==> src/hw/rtl/ddpid_pkg.sv <==
// ----------------------------------------------------------------------------
// ddpid_pkg
// Shared widths, register indexes, reset values and the command/status
// types of the differential-drive PID step unit.
// ----------------------------------------------------------------------------
package ddpid_pkg;

   // Field widths
   localparam int COUNT_WIDTH  = 24;
   localparam int SENSOR_WIDTH = 12;
   localparam int GAIN_W       = 16;
   localparam int BASE_W       = 14;
   localparam int THR_W        = 12;
   localparam int DRIVE_W      = 16;
   localparam int SUM_W        = 32;
   localparam int FRAC_SHIFT   = 8;
   localparam int IR_FRAC      = 16;
   localparam int CSR_IDX_W    = 3;
   localparam int CSR_DATA_W   = 16;

   // Derived datapath widths
   localparam int DIFF_W  = COUNT_WIDTH + 1;
   localparam int SD_W    = SENSOR_WIDTH + 1;
   localparam int E_W     = ((DIFF_W + IR_FRAC > SD_W + GAIN_W + 1) ?
                             DIFF_W + IR_FRAC : SD_W + GAIN_W + 1) + 1;
   localparam int ERR_W   = E_W - IR_FRAC;
   localparam int DD_W    = ERR_W + 1;
   localparam int SUMX_W  = ((SUM_W > ERR_W) ? SUM_W : ERR_W) + 1;
   localparam int MUL_A_W = (SUM_W > DD_W) ? SUM_W : DD_W;
   localparam int MUL_B_W = GAIN_W + 1;
   localparam int PROD_W  = MUL_A_W + MUL_B_W;
   localparam int ACC_W   = PROD_W + 2;
   localparam int Q_W     = ACC_W - FRAC_SHIFT;
   localparam int CORR_W  = BASE_W + 1;
   localparam int CMP_W   = (SENSOR_WIDTH > THR_W) ? SENSOR_WIDTH : THR_W;

   // Register reset values
   localparam logic [GAIN_W-1:0] KP_RESET        = GAIN_W'(16777);
   localparam logic [GAIN_W-1:0] KI_RESET        = GAIN_W'(0);
   localparam logic [GAIN_W-1:0] KD_RESET        = GAIN_W'(0);
   localparam logic [GAIN_W-1:0] IR_WEIGHT_RESET = GAIN_W'(1638);
   localparam logic [BASE_W-1:0] BASE_RESET      = BASE_W'(3277);
   localparam logic [THR_W-1:0]  WALL_L_RESET    = THR_W'(1050);
   localparam logic [THR_W-1:0]  WALL_R_RESET    = THR_W'(1250);

   typedef enum logic [CSR_IDX_W-1:0] {
      REG_KP_GAIN     = 3'd0,
      REG_KI_GAIN     = 3'd1,
      REG_KD_GAIN     = 3'd2,
      REG_IR_WEIGHT   = 3'd3,
      REG_BASE_SPEED  = 3'd4,
      REG_WALL_LEFT   = 3'd5,
      REG_WALL_RIGHT  = 3'd6
   } reg_index_type;

   typedef struct packed {
      logic [GAIN_W-1:0] kp_gain;
      logic [GAIN_W-1:0] ki_gain;
      logic [GAIN_W-1:0] kd_gain;
      logic [GAIN_W-1:0] ir_weight;
      logic [BASE_W-1:0] base_speed;
      logic [THR_W-1:0]  wall_left_threshold;
      logic [THR_W-1:0]  wall_right_threshold;
   } cfg_type;

   typedef enum logic [1:0] {
      MUL_IR,
      MUL_KP,
      MUL_KI,
      MUL_KD
   } mul_sel_type;

   typedef enum logic [2:0] {
      ST_IDLE,
      ST_IR_MUL,
      ST_ERR,
      ST_KP_MUL,
      ST_KI_MUL,
      ST_KD_MUL,
      ST_ACC_LAST,
      ST_FINISH
   } state_type;

   typedef struct packed {
      logic        load;
      logic        mul_en;
      mul_sel_type mul_sel;
      logic        err_en;
      logic        prep_en;
      logic        acc_en;
      logic        finish;
   } dp_cmd_type;

   typedef struct packed {
      logic wall_hit;
   } dp_status_type;

endpackage

==> src/hw/rtl/differential_drive_pid_step_unit.sv <==
// ----------------------------------------------------------------------------
// differential_drive_pid_step_unit
// One PID control tick for a two-wheel drive: front wall stop, encoder plus
// side IR error, saturating integral, clamped correction to both drives.
//
//   channel  direction  handshake           word
//   req_     in         req_valid/req_stall  restart, counts, four IR readings
//   rsp_     out        rsp_valid/rsp_stall  left/right drive, at_wall
//   csr_     in         csr_valid/csr_ready  register index, write data
//
// A driving tick is one pass of the sequencer through the shared multiplier
// (IR weight, kp, ki, kd) and the accumulator; a wall tick goes from accept
// straight to finish and skips both.
// Reset is synchronous; it restores the register defaults and zeroes the
// integral and previous error. A stalled result word holds in the output
// register; the next word is accepted meanwhile and waits before its finish.
// ----------------------------------------------------------------------------
module differential_drive_pid_step_unit
   import ddpid_pkg::*;
(
   input  logic                           clock,
   input  logic                           reset,
   input  logic                           req_valid,
   output logic                           req_stall,
   input  logic                           req_restart,
   input  logic signed [COUNT_WIDTH-1:0]  req_left_count,
   input  logic signed [COUNT_WIDTH-1:0]  req_right_count,
   input  logic [SENSOR_WIDTH-1:0]        req_side_left_ir,
   input  logic [SENSOR_WIDTH-1:0]        req_side_right_ir,
   input  logic [SENSOR_WIDTH-1:0]        req_front_left_ir,
   input  logic [SENSOR_WIDTH-1:0]        req_front_right_ir,
   output logic                           rsp_valid,
   input  logic                           rsp_stall,
   output logic signed [DRIVE_W-1:0]      rsp_left_drive,
   output logic signed [DRIVE_W-1:0]      rsp_right_drive,
   output logic                           rsp_at_wall,
   input  logic                           csr_valid,
   output logic                           csr_ready,
   input  logic [CSR_IDX_W-1:0]           csr_index,
   input  logic [CSR_DATA_W-1:0]          csr_wdata
);

   cfg_type       cfg;
   dp_cmd_type    cmd;
   dp_status_type status;

   assign csr_ready = 1'b1;

   ddpid_csr u_csr (
      .clock     (clock),
      .reset     (reset),
      .csr_wr_en (csr_valid && csr_ready),
      .csr_index (csr_index),
      .csr_wdata (csr_wdata),
      .cfg       (cfg)
   );

   ddpid_ctrl u_ctrl (
      .clock     (clock),
      .reset     (reset),
      .req_valid (req_valid),
      .req_stall (req_stall),
      .rsp_valid (rsp_valid),
      .rsp_stall (rsp_stall),
      .status    (status),
      .cmd       (cmd)
   );

   ddpid_datapath u_datapath (
      .clock              (clock),
      .reset              (reset),
      .cfg                (cfg),
      .cmd                (cmd),
      .status             (status),
      .req_restart        (req_restart),
      .req_left_count     (req_left_count),
      .req_right_count    (req_right_count),
      .req_side_left_ir   (req_side_left_ir),
      .req_side_right_ir  (req_side_right_ir),
      .req_front_left_ir  (req_front_left_ir),
      .req_front_right_ir (req_front_right_ir),
      .rsp_left_drive     (rsp_left_drive),
      .rsp_right_drive    (rsp_right_drive),
      .rsp_at_wall        (rsp_at_wall)
   );

endmodule

==> src/hw/rtl/ddpid_csr.sv <==
// ----------------------------------------------------------------------------
// ddpid_csr
// Configuration register file: gains, side IR weight, base speed and the
// front wall thresholds.
// ----------------------------------------------------------------------------
module ddpid_csr
   import ddpid_pkg::*;
(
   input  logic                  clock,
   input  logic                  reset,
   input  logic                  csr_wr_en,
   input  logic [CSR_IDX_W-1:0]  csr_index,
   input  logic [CSR_DATA_W-1:0] csr_wdata,
   output cfg_type               cfg
);

   cfg_type cfg_ff;
   cfg_type cfg_in;

   always_comb begin
      cfg_in = cfg_ff;
      if (csr_wr_en) begin
         unique case (csr_index)
            REG_KP_GAIN:    cfg_in.kp_gain              = csr_wdata[GAIN_W-1:0];
            REG_KI_GAIN:    cfg_in.ki_gain              = csr_wdata[GAIN_W-1:0];
            REG_KD_GAIN:    cfg_in.kd_gain              = csr_wdata[GAIN_W-1:0];
            REG_IR_WEIGHT:  cfg_in.ir_weight            = csr_wdata[GAIN_W-1:0];
            REG_BASE_SPEED: cfg_in.base_speed           = csr_wdata[BASE_W-1:0];
            REG_WALL_LEFT:  cfg_in.wall_left_threshold  = csr_wdata[THR_W-1:0];
            REG_WALL_RIGHT: cfg_in.wall_right_threshold = csr_wdata[THR_W-1:0];
            default:        cfg_in = cfg_ff;
         endcase
      end
   end

   always_ff @(posedge clock) begin
      if (reset) begin
         cfg_ff.kp_gain              <= KP_RESET;
         cfg_ff.ki_gain              <= KI_RESET;
         cfg_ff.kd_gain              <= KD_RESET;
         cfg_ff.ir_weight            <= IR_WEIGHT_RESET;
         cfg_ff.base_speed           <= BASE_RESET;
         cfg_ff.wall_left_threshold  <= WALL_L_RESET;
         cfg_ff.wall_right_threshold <= WALL_R_RESET;
      end else begin
         cfg_ff <= cfg_in;
      end
   end

   assign cfg = cfg_ff;

endmodule

==> src/hw/rtl/ddpid_ctrl.sv <==
// ----------------------------------------------------------------------------
// ddpid_ctrl
// Sequencer for one control tick: steers the shared multiplier and the
// accumulator, and owns the result word's valid flag.
// ----------------------------------------------------------------------------
module ddpid_ctrl
   import ddpid_pkg::*;
(
   input  logic          clock,
   input  logic          reset,
   input  logic          req_valid,
   output logic          req_stall,
   output logic          rsp_valid,
   input  logic          rsp_stall,
   input  dp_status_type status,
   output dp_cmd_type    cmd
);

   state_type state_ff;
   state_type state_in;
   logic      rsp_valid_ff;
   logic      rsp_valid_in;
   logic      out_free;

   // the output register can take a new word when empty or being drained
   assign out_free = !rsp_valid_ff || !rsp_stall;

   always_comb begin
      state_in     = state_ff;
      cmd          = '0;
      cmd.mul_sel  = MUL_IR;
      req_stall    = 1'b1;
      rsp_valid_in = rsp_valid_ff && rsp_stall;

      unique case (state_ff)
         ST_IDLE: begin
            req_stall = 1'b0;
            if (req_valid) begin
               cmd.load = 1'b1;
               state_in = status.wall_hit ? ST_FINISH : ST_IR_MUL;
            end
         end
         ST_IR_MUL: begin
            cmd.mul_en  = 1'b1;
            cmd.mul_sel = MUL_IR;
            state_in    = ST_ERR;
         end
         ST_ERR: begin
            cmd.err_en = 1'b1;
            state_in   = ST_KP_MUL;
         end
         ST_KP_MUL: begin
            cmd.mul_en  = 1'b1;
            cmd.mul_sel = MUL_KP;
            cmd.prep_en = 1'b1;
            state_in    = ST_KI_MUL;
         end
         ST_KI_MUL: begin
            cmd.mul_en  = 1'b1;
            cmd.mul_sel = MUL_KI;
            cmd.acc_en  = 1'b1;
            state_in    = ST_KD_MUL;
         end
         ST_KD_MUL: begin
            cmd.mul_en  = 1'b1;
            cmd.mul_sel = MUL_KD;
            cmd.acc_en  = 1'b1;
            state_in    = ST_ACC_LAST;
         end
         ST_ACC_LAST: begin
            cmd.acc_en = 1'b1;
            state_in   = ST_FINISH;
         end
         ST_FINISH: begin
            // hold until the output register frees up
            if (out_free) begin
               cmd.finish   = 1'b1;
               rsp_valid_in = 1'b1;
               state_in     = ST_IDLE;
            end
         end
         default: state_in = ST_IDLE;
      endcase
   end

   always_ff @(posedge clock) begin
      if (reset) begin
         state_ff     <= ST_IDLE;
         rsp_valid_ff <= 1'b0;
      end else begin
         state_ff     <= state_in;
         rsp_valid_ff <= rsp_valid_in;
      end
   end

   assign rsp_valid = rsp_valid_ff;

endmodule

==> src/hw/rtl/ddpid_datapath.sv <==
// ----------------------------------------------------------------------------
// ddpid_datapath
// Error formation, saturating integral, shared gain multiplier, accumulator,
// correction clamp and the drive output register.
// ----------------------------------------------------------------------------
module ddpid_datapath
   import ddpid_pkg::*;
(
   input  logic                           clock,
   input  logic                           reset,
   input  cfg_type                        cfg,
   input  dp_cmd_type                     cmd,
   output dp_status_type                  status,
   input  logic                           req_restart,
   input  logic signed [COUNT_WIDTH-1:0]  req_left_count,
   input  logic signed [COUNT_WIDTH-1:0]  req_right_count,
   input  logic [SENSOR_WIDTH-1:0]        req_side_left_ir,
   input  logic [SENSOR_WIDTH-1:0]        req_side_right_ir,
   input  logic [SENSOR_WIDTH-1:0]        req_front_left_ir,
   input  logic [SENSOR_WIDTH-1:0]        req_front_right_ir,
   output logic signed [DRIVE_W-1:0]      rsp_left_drive,
   output logic signed [DRIVE_W-1:0]      rsp_right_drive,
   output logic                           rsp_at_wall
);

   // tick operands
   logic signed [DIFF_W-1:0]  diff_ff;
   logic signed [SD_W-1:0]    sd_ff;
   logic                      wall_ff;
   // persistent controller state
   logic signed [SUM_W-1:0]   error_sum_ff;
   logic signed [ERR_W-1:0]   last_error_ff;
   // working registers
   logic signed [PROD_W-1:0]  prod_ff;
   logic signed [ERR_W-1:0]   err_ff;
   logic signed [ERR_W-1:0]   err_in;
   logic signed [SUM_W-1:0]   sum_ff;
   logic signed [SUM_W-1:0]   sum_in;
   logic signed [DD_W-1:0]    dd_ff;
   logic signed [ACC_W-1:0]   acc_ff;
   logic signed [DRIVE_W-1:0] left_ff;
   logic signed [DRIVE_W-1:0] right_ff;
   logic                      at_wall_ff;

   logic [CMP_W-1:0]          fl_ext;
   logic [CMP_W-1:0]          fr_ext;
   logic [CMP_W-1:0]          thr_l_ext;
   logic [CMP_W-1:0]          thr_r_ext;

   logic signed [MUL_A_W-1:0] mul_a;
   logic [GAIN_W-1:0]         mul_b;
   logic signed [PROD_W-1:0]  mul_p;

   logic signed [E_W-1:0]     e_full;
   logic                      round_up;
   logic signed [SUMX_W-1:0]  sumx;
   logic                      sum_ovf;
   logic signed [DD_W-1:0]    dd_in;

   logic signed [Q_W-1:0]     q;
   logic signed [Q_W-1:0]     base_q;
   logic signed [CORR_W-1:0]  base_c;
   logic signed [CORR_W-1:0]  corr;
   logic signed [DRIVE_W-1:0] base_d;
   logic signed [DRIVE_W-1:0] corr_d;

   // front wall check on the incoming word
   assign fl_ext    = CMP_W'(req_front_left_ir);
   assign fr_ext    = CMP_W'(req_front_right_ir);
   assign thr_l_ext = CMP_W'(cfg.wall_left_threshold);
   assign thr_r_ext = CMP_W'(cfg.wall_right_threshold);
   assign status.wall_hit = (fl_ext >= thr_l_ext) || (fr_ext >= thr_r_ext);

   // shared multiplier: signed operand times unsigned gain
   always_comb begin
      case (cmd.mul_sel)
         MUL_IR: begin
            mul_a = MUL_A_W'(sd_ff);
            mul_b = cfg.ir_weight;
         end
         MUL_KP: begin
            mul_a = MUL_A_W'(err_ff);
            mul_b = cfg.kp_gain;
         end
         MUL_KI: begin
            mul_a = MUL_A_W'(sum_ff);
            mul_b = cfg.ki_gain;
         end
         default: begin
            mul_a = MUL_A_W'(dd_ff);
            mul_b = cfg.kd_gain;
         end
      endcase
   end

   assign mul_p = PROD_W'(mul_a) * $signed(PROD_W'({1'b0, mul_b}));

   // error: truncate (diff * 2^16 + weighted IR difference) / 2^16 toward zero
   assign e_full   = $signed({{(ERR_W - DIFF_W){diff_ff[DIFF_W-1]}}, diff_ff,
                              {IR_FRAC{1'b0}}}) + prod_ff[E_W-1:0];
   assign round_up = e_full[E_W-1] && (|e_full[IR_FRAC-1:0]);
   assign err_in   = e_full[E_W-1:IR_FRAC] + $signed({{(ERR_W-1){1'b0}}, round_up});

   // saturating integral and derivative difference
   assign sumx    = SUMX_W'(error_sum_ff) + SUMX_W'(err_ff);
   assign sum_ovf = sumx[SUMX_W-1:SUM_W-1] != {(SUMX_W-SUM_W+1){sumx[SUM_W-1]}};
   assign sum_in  = !sum_ovf ? sumx[SUM_W-1:0] :
                    sumx[SUMX_W-1] ? $signed({1'b1, {(SUM_W-1){1'b0}}}) :
                                     $signed({1'b0, {(SUM_W-1){1'b1}}});
   assign dd_in   = DD_W'(err_ff) - DD_W'(last_error_ff);

   // floor shift and clamp to +/- base speed
   assign q      = acc_ff[ACC_W-1:FRAC_SHIFT];
   assign base_q = $signed({{(Q_W-BASE_W){1'b0}}, cfg.base_speed});
   assign base_c = $signed({1'b0, cfg.base_speed});
   always_comb begin
      if (q > base_q) begin
         corr = base_c;
      end else if (q < -base_q) begin
         corr = -base_c;
      end else begin
         corr = q[CORR_W-1:0];
      end
   end
   assign base_d = $signed({{(DRIVE_W-BASE_W){1'b0}}, cfg.base_speed});
   assign corr_d = DRIVE_W'(corr);

   always_ff @(posedge clock) begin
      if (cmd.load) begin
         diff_ff <= DIFF_W'(req_left_count) - DIFF_W'(req_right_count);
         sd_ff   <= $signed({1'b0, req_side_right_ir}) - $signed({1'b0, req_side_left_ir});
         wall_ff <= status.wall_hit;
      end
      if (cmd.mul_en) begin
         prod_ff <= mul_p;
      end
      if (cmd.err_en) begin
         err_ff <= err_in;
      end
      if (cmd.prep_en) begin
         sum_ff <= sum_in;
         dd_ff  <= dd_in;
         acc_ff <= '0;
      end
      if (cmd.acc_en) begin
         acc_ff <= acc_ff + ACC_W'(prod_ff);
      end
      if (cmd.finish) begin
         if (wall_ff) begin
            left_ff    <= '0;
            right_ff   <= '0;
            at_wall_ff <= 1'b1;
         end else begin
            left_ff    <= base_d - corr_d;
            right_ff   <= base_d + corr_d;
            at_wall_ff <= 1'b0;
         end
      end
   end

   always_ff @(posedge clock) begin
      if (reset) begin
         error_sum_ff  <= '0;
         last_error_ff <= '0;
      end else if (cmd.load && req_restart) begin
         error_sum_ff  <= '0;
         last_error_ff <= '0;
      end else if (cmd.finish && !wall_ff) begin
         error_sum_ff  <= sum_ff;
         last_error_ff <= err_ff;
      end
   end

   assign rsp_left_drive  = left_ff;
   assign rsp_right_drive = right_ff;
   assign rsp_at_wall     = at_wall_ff;

endmodule
==> config.mk <==
export PLATFORM = sky130hd
export DESIGN_NAME = differential_drive_pid_step_unit
export DESIGN_NICKNAME = d
export VERILOG_FILES = /design/src/hw/rtl/ddpid_pkg.sv /design/src/hw/rtl/differential_drive_pid_step_unit.sv /design/src/hw/rtl/ddpid_csr.sv /design/src/hw/rtl/ddpid_ctrl.sv /design/src/hw/rtl/ddpid_datapath.sv
export SDC_FILE = /design/constraint.sdc
export NUM_CORES = 2
export LEC_CHECK = 0
export ABC_AREA = 1
export BUFFER_PORTS_ARGS = -buffer_cell sky130_fd_sc_hd__buf_2
export CAP_MARGIN = 20
export CORE_MARGIN = 4
export CORE_UTILIZATION = 30
export DETAILED_ROUTE_END_ITERATION = 8
export RECOVER_POWER = 50
export SLEW_MARGIN = 20
export SYNTH_ARGS = -nofsm -noshare
export SYNTH_HDL_FRONTEND = slang
export SYNTH_HIERARCHICAL = 1
export SYNTH_SLANG_ARGS = --single-unit
export TNS_END_PERCENT = 50
==> constraint.sdc <==
create_clock -name clock -period 27.4 [get_ports clock]
set_input_delay 1.37 -clock clock [delete_from_list [all_inputs] [get_ports clock]]
set_output_delay 1.37 -clock clock [all_outputs]
set_load 0.03 [all_outputs]
==> flow_summary.json <==
{
  "status": "finished with violations",
  "violations": "capacitance limit, slew limit",
  "period_needed_ns": 11.44,
  "fin_tns_setup_ns": 0,
  "synth-main-ff-cell": "edfxtp_1",
  "drv_cap": 7,
  "remaining_drc_errors": 0,
  "layout-drive-gt1-share": 0.05433,
  "portBuffers": 155,
  "root_buffer": "clkbuf_16",
  "cts_tree": "built",
  "post_cts_resized": 0,
  "synth_most_common_cell": "nand2_1",
  "rsz0062_at_grt": "false",
  "vias_per_cell": 4.848,
  "slew_viol_final": 304,
  "synthAdderAreaFrac": 0.3071,
  "synth.area.mux_share": 0,
  "ant_nets": 0,
  "placementRows": 147,
  "fin_cells": 8752,
  "clk_latency_ns": 0.63,
  "fin_nets": 7570,
  "wl_um": 153800,
  "min_period_over_period": 0.4175,
  "ys_types": 61,
  "cp-end-kind": "flop",
  "reg2reg_depth": 30,
  "setup_viol": 0,
  "post-place-cells": 8661,
  "seq_area_frac_synth": 0.2249,
  "crit_arrival_ns": 11.78,
  "grt_pass1_wl_um": 240600,
  "ff_latch_area_um2": 10970,
  "cp.required_ns": 27.74,
  "cp-start-kind": "flop",
  "syn_area_per_cell_um2": 7.568,
  "grt-ovfl-total": 0,
  "slowest_delay_ns": 1.93,
  "hold_violations": 0,
  "netlist_top_cells_count": "1396 x nand2_1, 1220 x inv_1, 834 x nor2_1, 497 x fa_1, 402 x ha_1",
  "synthSimpleGateAreaFrac": 0.2242,
  "worst_pin_slew_ns": 3.843,
  "gp_congestion": 0.9361,
  "syn-num-nets": 7464,
  "syn_area_um2": 48770,
  "die_h_um": 411.2,
  "num_io_pins": 157,
  "drt_iter0_markers": 3101,
  "synth_top_area_share": 0.2040,
  "min_path_type": "flop to flop",
  "multi_input_area_um2": 32450,
  "worst_path_max_delay_cell": "clkbuf_1",
  "synth_edf_count": 256,
  "clk_pin_slew_worst_paths_ns": 0.06,
  "critPathMaxFanout": 50,
  "whs_path_depth": 2,
  "ys_seq_elements": 420,
  "final_util": 0.3323,
  "cts_hold_buf": 0,
  "maxSlewHeadroom": -1.562,
  "synth_top_family_by_area": "adder cells",
  "max_freq_mhz": 87.42,
  "start_util": 0.3027,
  "cts_buffers": 47,
  "yosys_warnings": 6,
  "postCtsSetupBuffers": 0,
  "cts_max_level": 2,
  "syn-instance-count": 6444,
  "dr.pass1.iters": 6,
  "grt_pass1_vias": 42320,
  "netlist_top_cells_area": "fa_1 20%, edfxtp_1 16%, nand2_1 11%",
  "antenna_found_initial": 4,
  "fill_cells": 17220,
  "via_count": 42430,
  "grt_max_degree": 72,
  "dieArea_um2": 169100,
  "dieWidth_um": 411.2,
  "clockBufferDepth": 3,
  "synth_compound_area_frac": 0.1042,
  "clock_skew_ns": 0.04115,
  "crit_path_frequent_cell": "inv_1",
  "r2r_setup_slack_ns": 15.96,
  "hpwl_um": 125100,
  "wl_per_cell_um": 17.58,
  "yosysTopAreaCell": "fa_1",
  "path_class": "flop to flop",
  "postSynth.asyncResetShare": 0,
  "synth_xor_area_frac": 0.02904,
  "core_area_um2": 161100,
  "syn2layout_area_growth_pct": 9.775,
  "track_usage": 0.1796,
  "cts_sinks": 420
}
## worst paths after layout
kind | from | to
worst max-delay path | u_ctrl/state_ff[2]$_SDFFE_PP0P_ | u_datapath/prod_ff[47]$_DFFE_PP_
worst min-delay path | u_csr/cfg[6]$_SDFFE_PP1P_ | u_csr/cfg[6]$_SDFFE_PP1P_
worst max register to register | u_ctrl/state_ff[2]$_SDFFE_PP0P_ | u_datapath/prod_ff[47]$_DFFE_PP_
worst min register to register | u_csr/cfg[6]$_SDFFE_PP1P_ | u_csr/cfg[6]$_SDFFE_PP1P_
## worst max-delay path: cells and delay by family, from the launching register on
kind | cells | cell delay, ns
adder cells (fa/ha/maj) | 7 | 4.14
buffers and inverters | 11 | 3.89
AO/OA/AOI/OAI | 4 | 1.37
AND/OR/NAND/NOR | 7 | 1.22
flip-flops | 1 | 0.39
XOR/XNOR | 1 | 0.07
## per-layer routing
layer	vias up	part of all wire	track usage
met5	-	0	0
met4	0	0.040	0.06538
met3	233	0.056	0.02063
met2	1238	0.47	0.3025
met1	20450	0.44	0.2373
li1	20510	-	-
## sequential cells by signal (all words and copies together) (netlist names), 15 cells and up
| signal | cells |
|---|---|
| u_datapath/sum_ff | 32 |
| u_datapath/acc_ff | 51 |
| u_datapath/dd_ff | 27 |
| u_csr/cfg | 102 |
| u_datapath/prod_ff | 49 |
| u_datapath/last_error_ff | 26 |
| u_datapath/err_ff | 26 |
| u_datapath/diff_ff | 25 |
| u_datapath/error_sum_ff | 32 |
| u_datapath/rsp_right_drive | 15 |
| u_datapath/rsp_left_drive | 16 |
## cell families (layout without fill, tap and decap cells)
| group | count (synthesis) | count (layout) |
|---|---|---|
| other | 1 | 4 |
| AO/OA/AOI/OAI | 887 | 887 |
| flip-flops | 420 | 420 |
| AND/OR/NAND/NOR | 2689 | 2689 |
| XOR/XNOR | 160 | 160 |
| buffers and inverters | 1388 | 1533 |
| adder cells (fa/ha/maj) | 899 | 899 |
## final cells by class
class	count	area share
timing repair buffer	215	0.02251
antenna	3	0.0001402
multi-input combinational	4636	0.6061
clock inverter	29	0.005305
sequential	420	0.2049
inverter	1230	0.08624
tap	2160	0.05048
clock buffer	59	0.02435
## cells in the final DEF, fill, tap and decap left out, types with 12 or more instances in the layout
| cell type | count |
|---|---|
| xnor2_1 | 49 |
| buf_2 | 143 |
| inv_1 | 1221 |
| nand2_1 | 1397 |
| ha_1 | 402 |
| o21a_1 | 18 |
| nor2_1 | 833 |
| xor2_1 | 109 |
| fa_1 | 497 |
| o21ai_0 | 253 |
| o21bai_1 | 31 |
| clkbuf_16 | 49 |
| clkbuf_1 | 25 |
| buf_4 | 52 |
| clkinv_2 | 13 |
| nor3_1 | 42 |
| a31oi_1 | 29 |
| o21ai_2 | 18 |
| a21oi_1 | 371 |
| nor4_1 | 17 |
| edfxtp_1 | 256 |
| a21boi_0 | 12 |
| nand4_1 | 53 |
| nand3b_1 | 16 |
| a211oi_1 | 51 |
| dfxtp_1 | 164 |
| a21o_1 | 29 |
| nand3_1 | 279 |
| o21ai_1 | 12 |
## stage by stage
stage                     hold WS [ns]  setup WS, ns  cell area [µm²]
final                           0.4554         15.96            53540
after global routing            0.4804         14.90            53530
after CTS                       0.4605         17.52            53610
after detailed placement        0.4433         17.59            52020
after global placement          0.4440         17.68            51990
after floorplan                 0.4244         17.81            48770
Power is left out: the tool's default activity adds up to more than one toggle a clock period on the data nets, which glitch-free logic cannot reach.
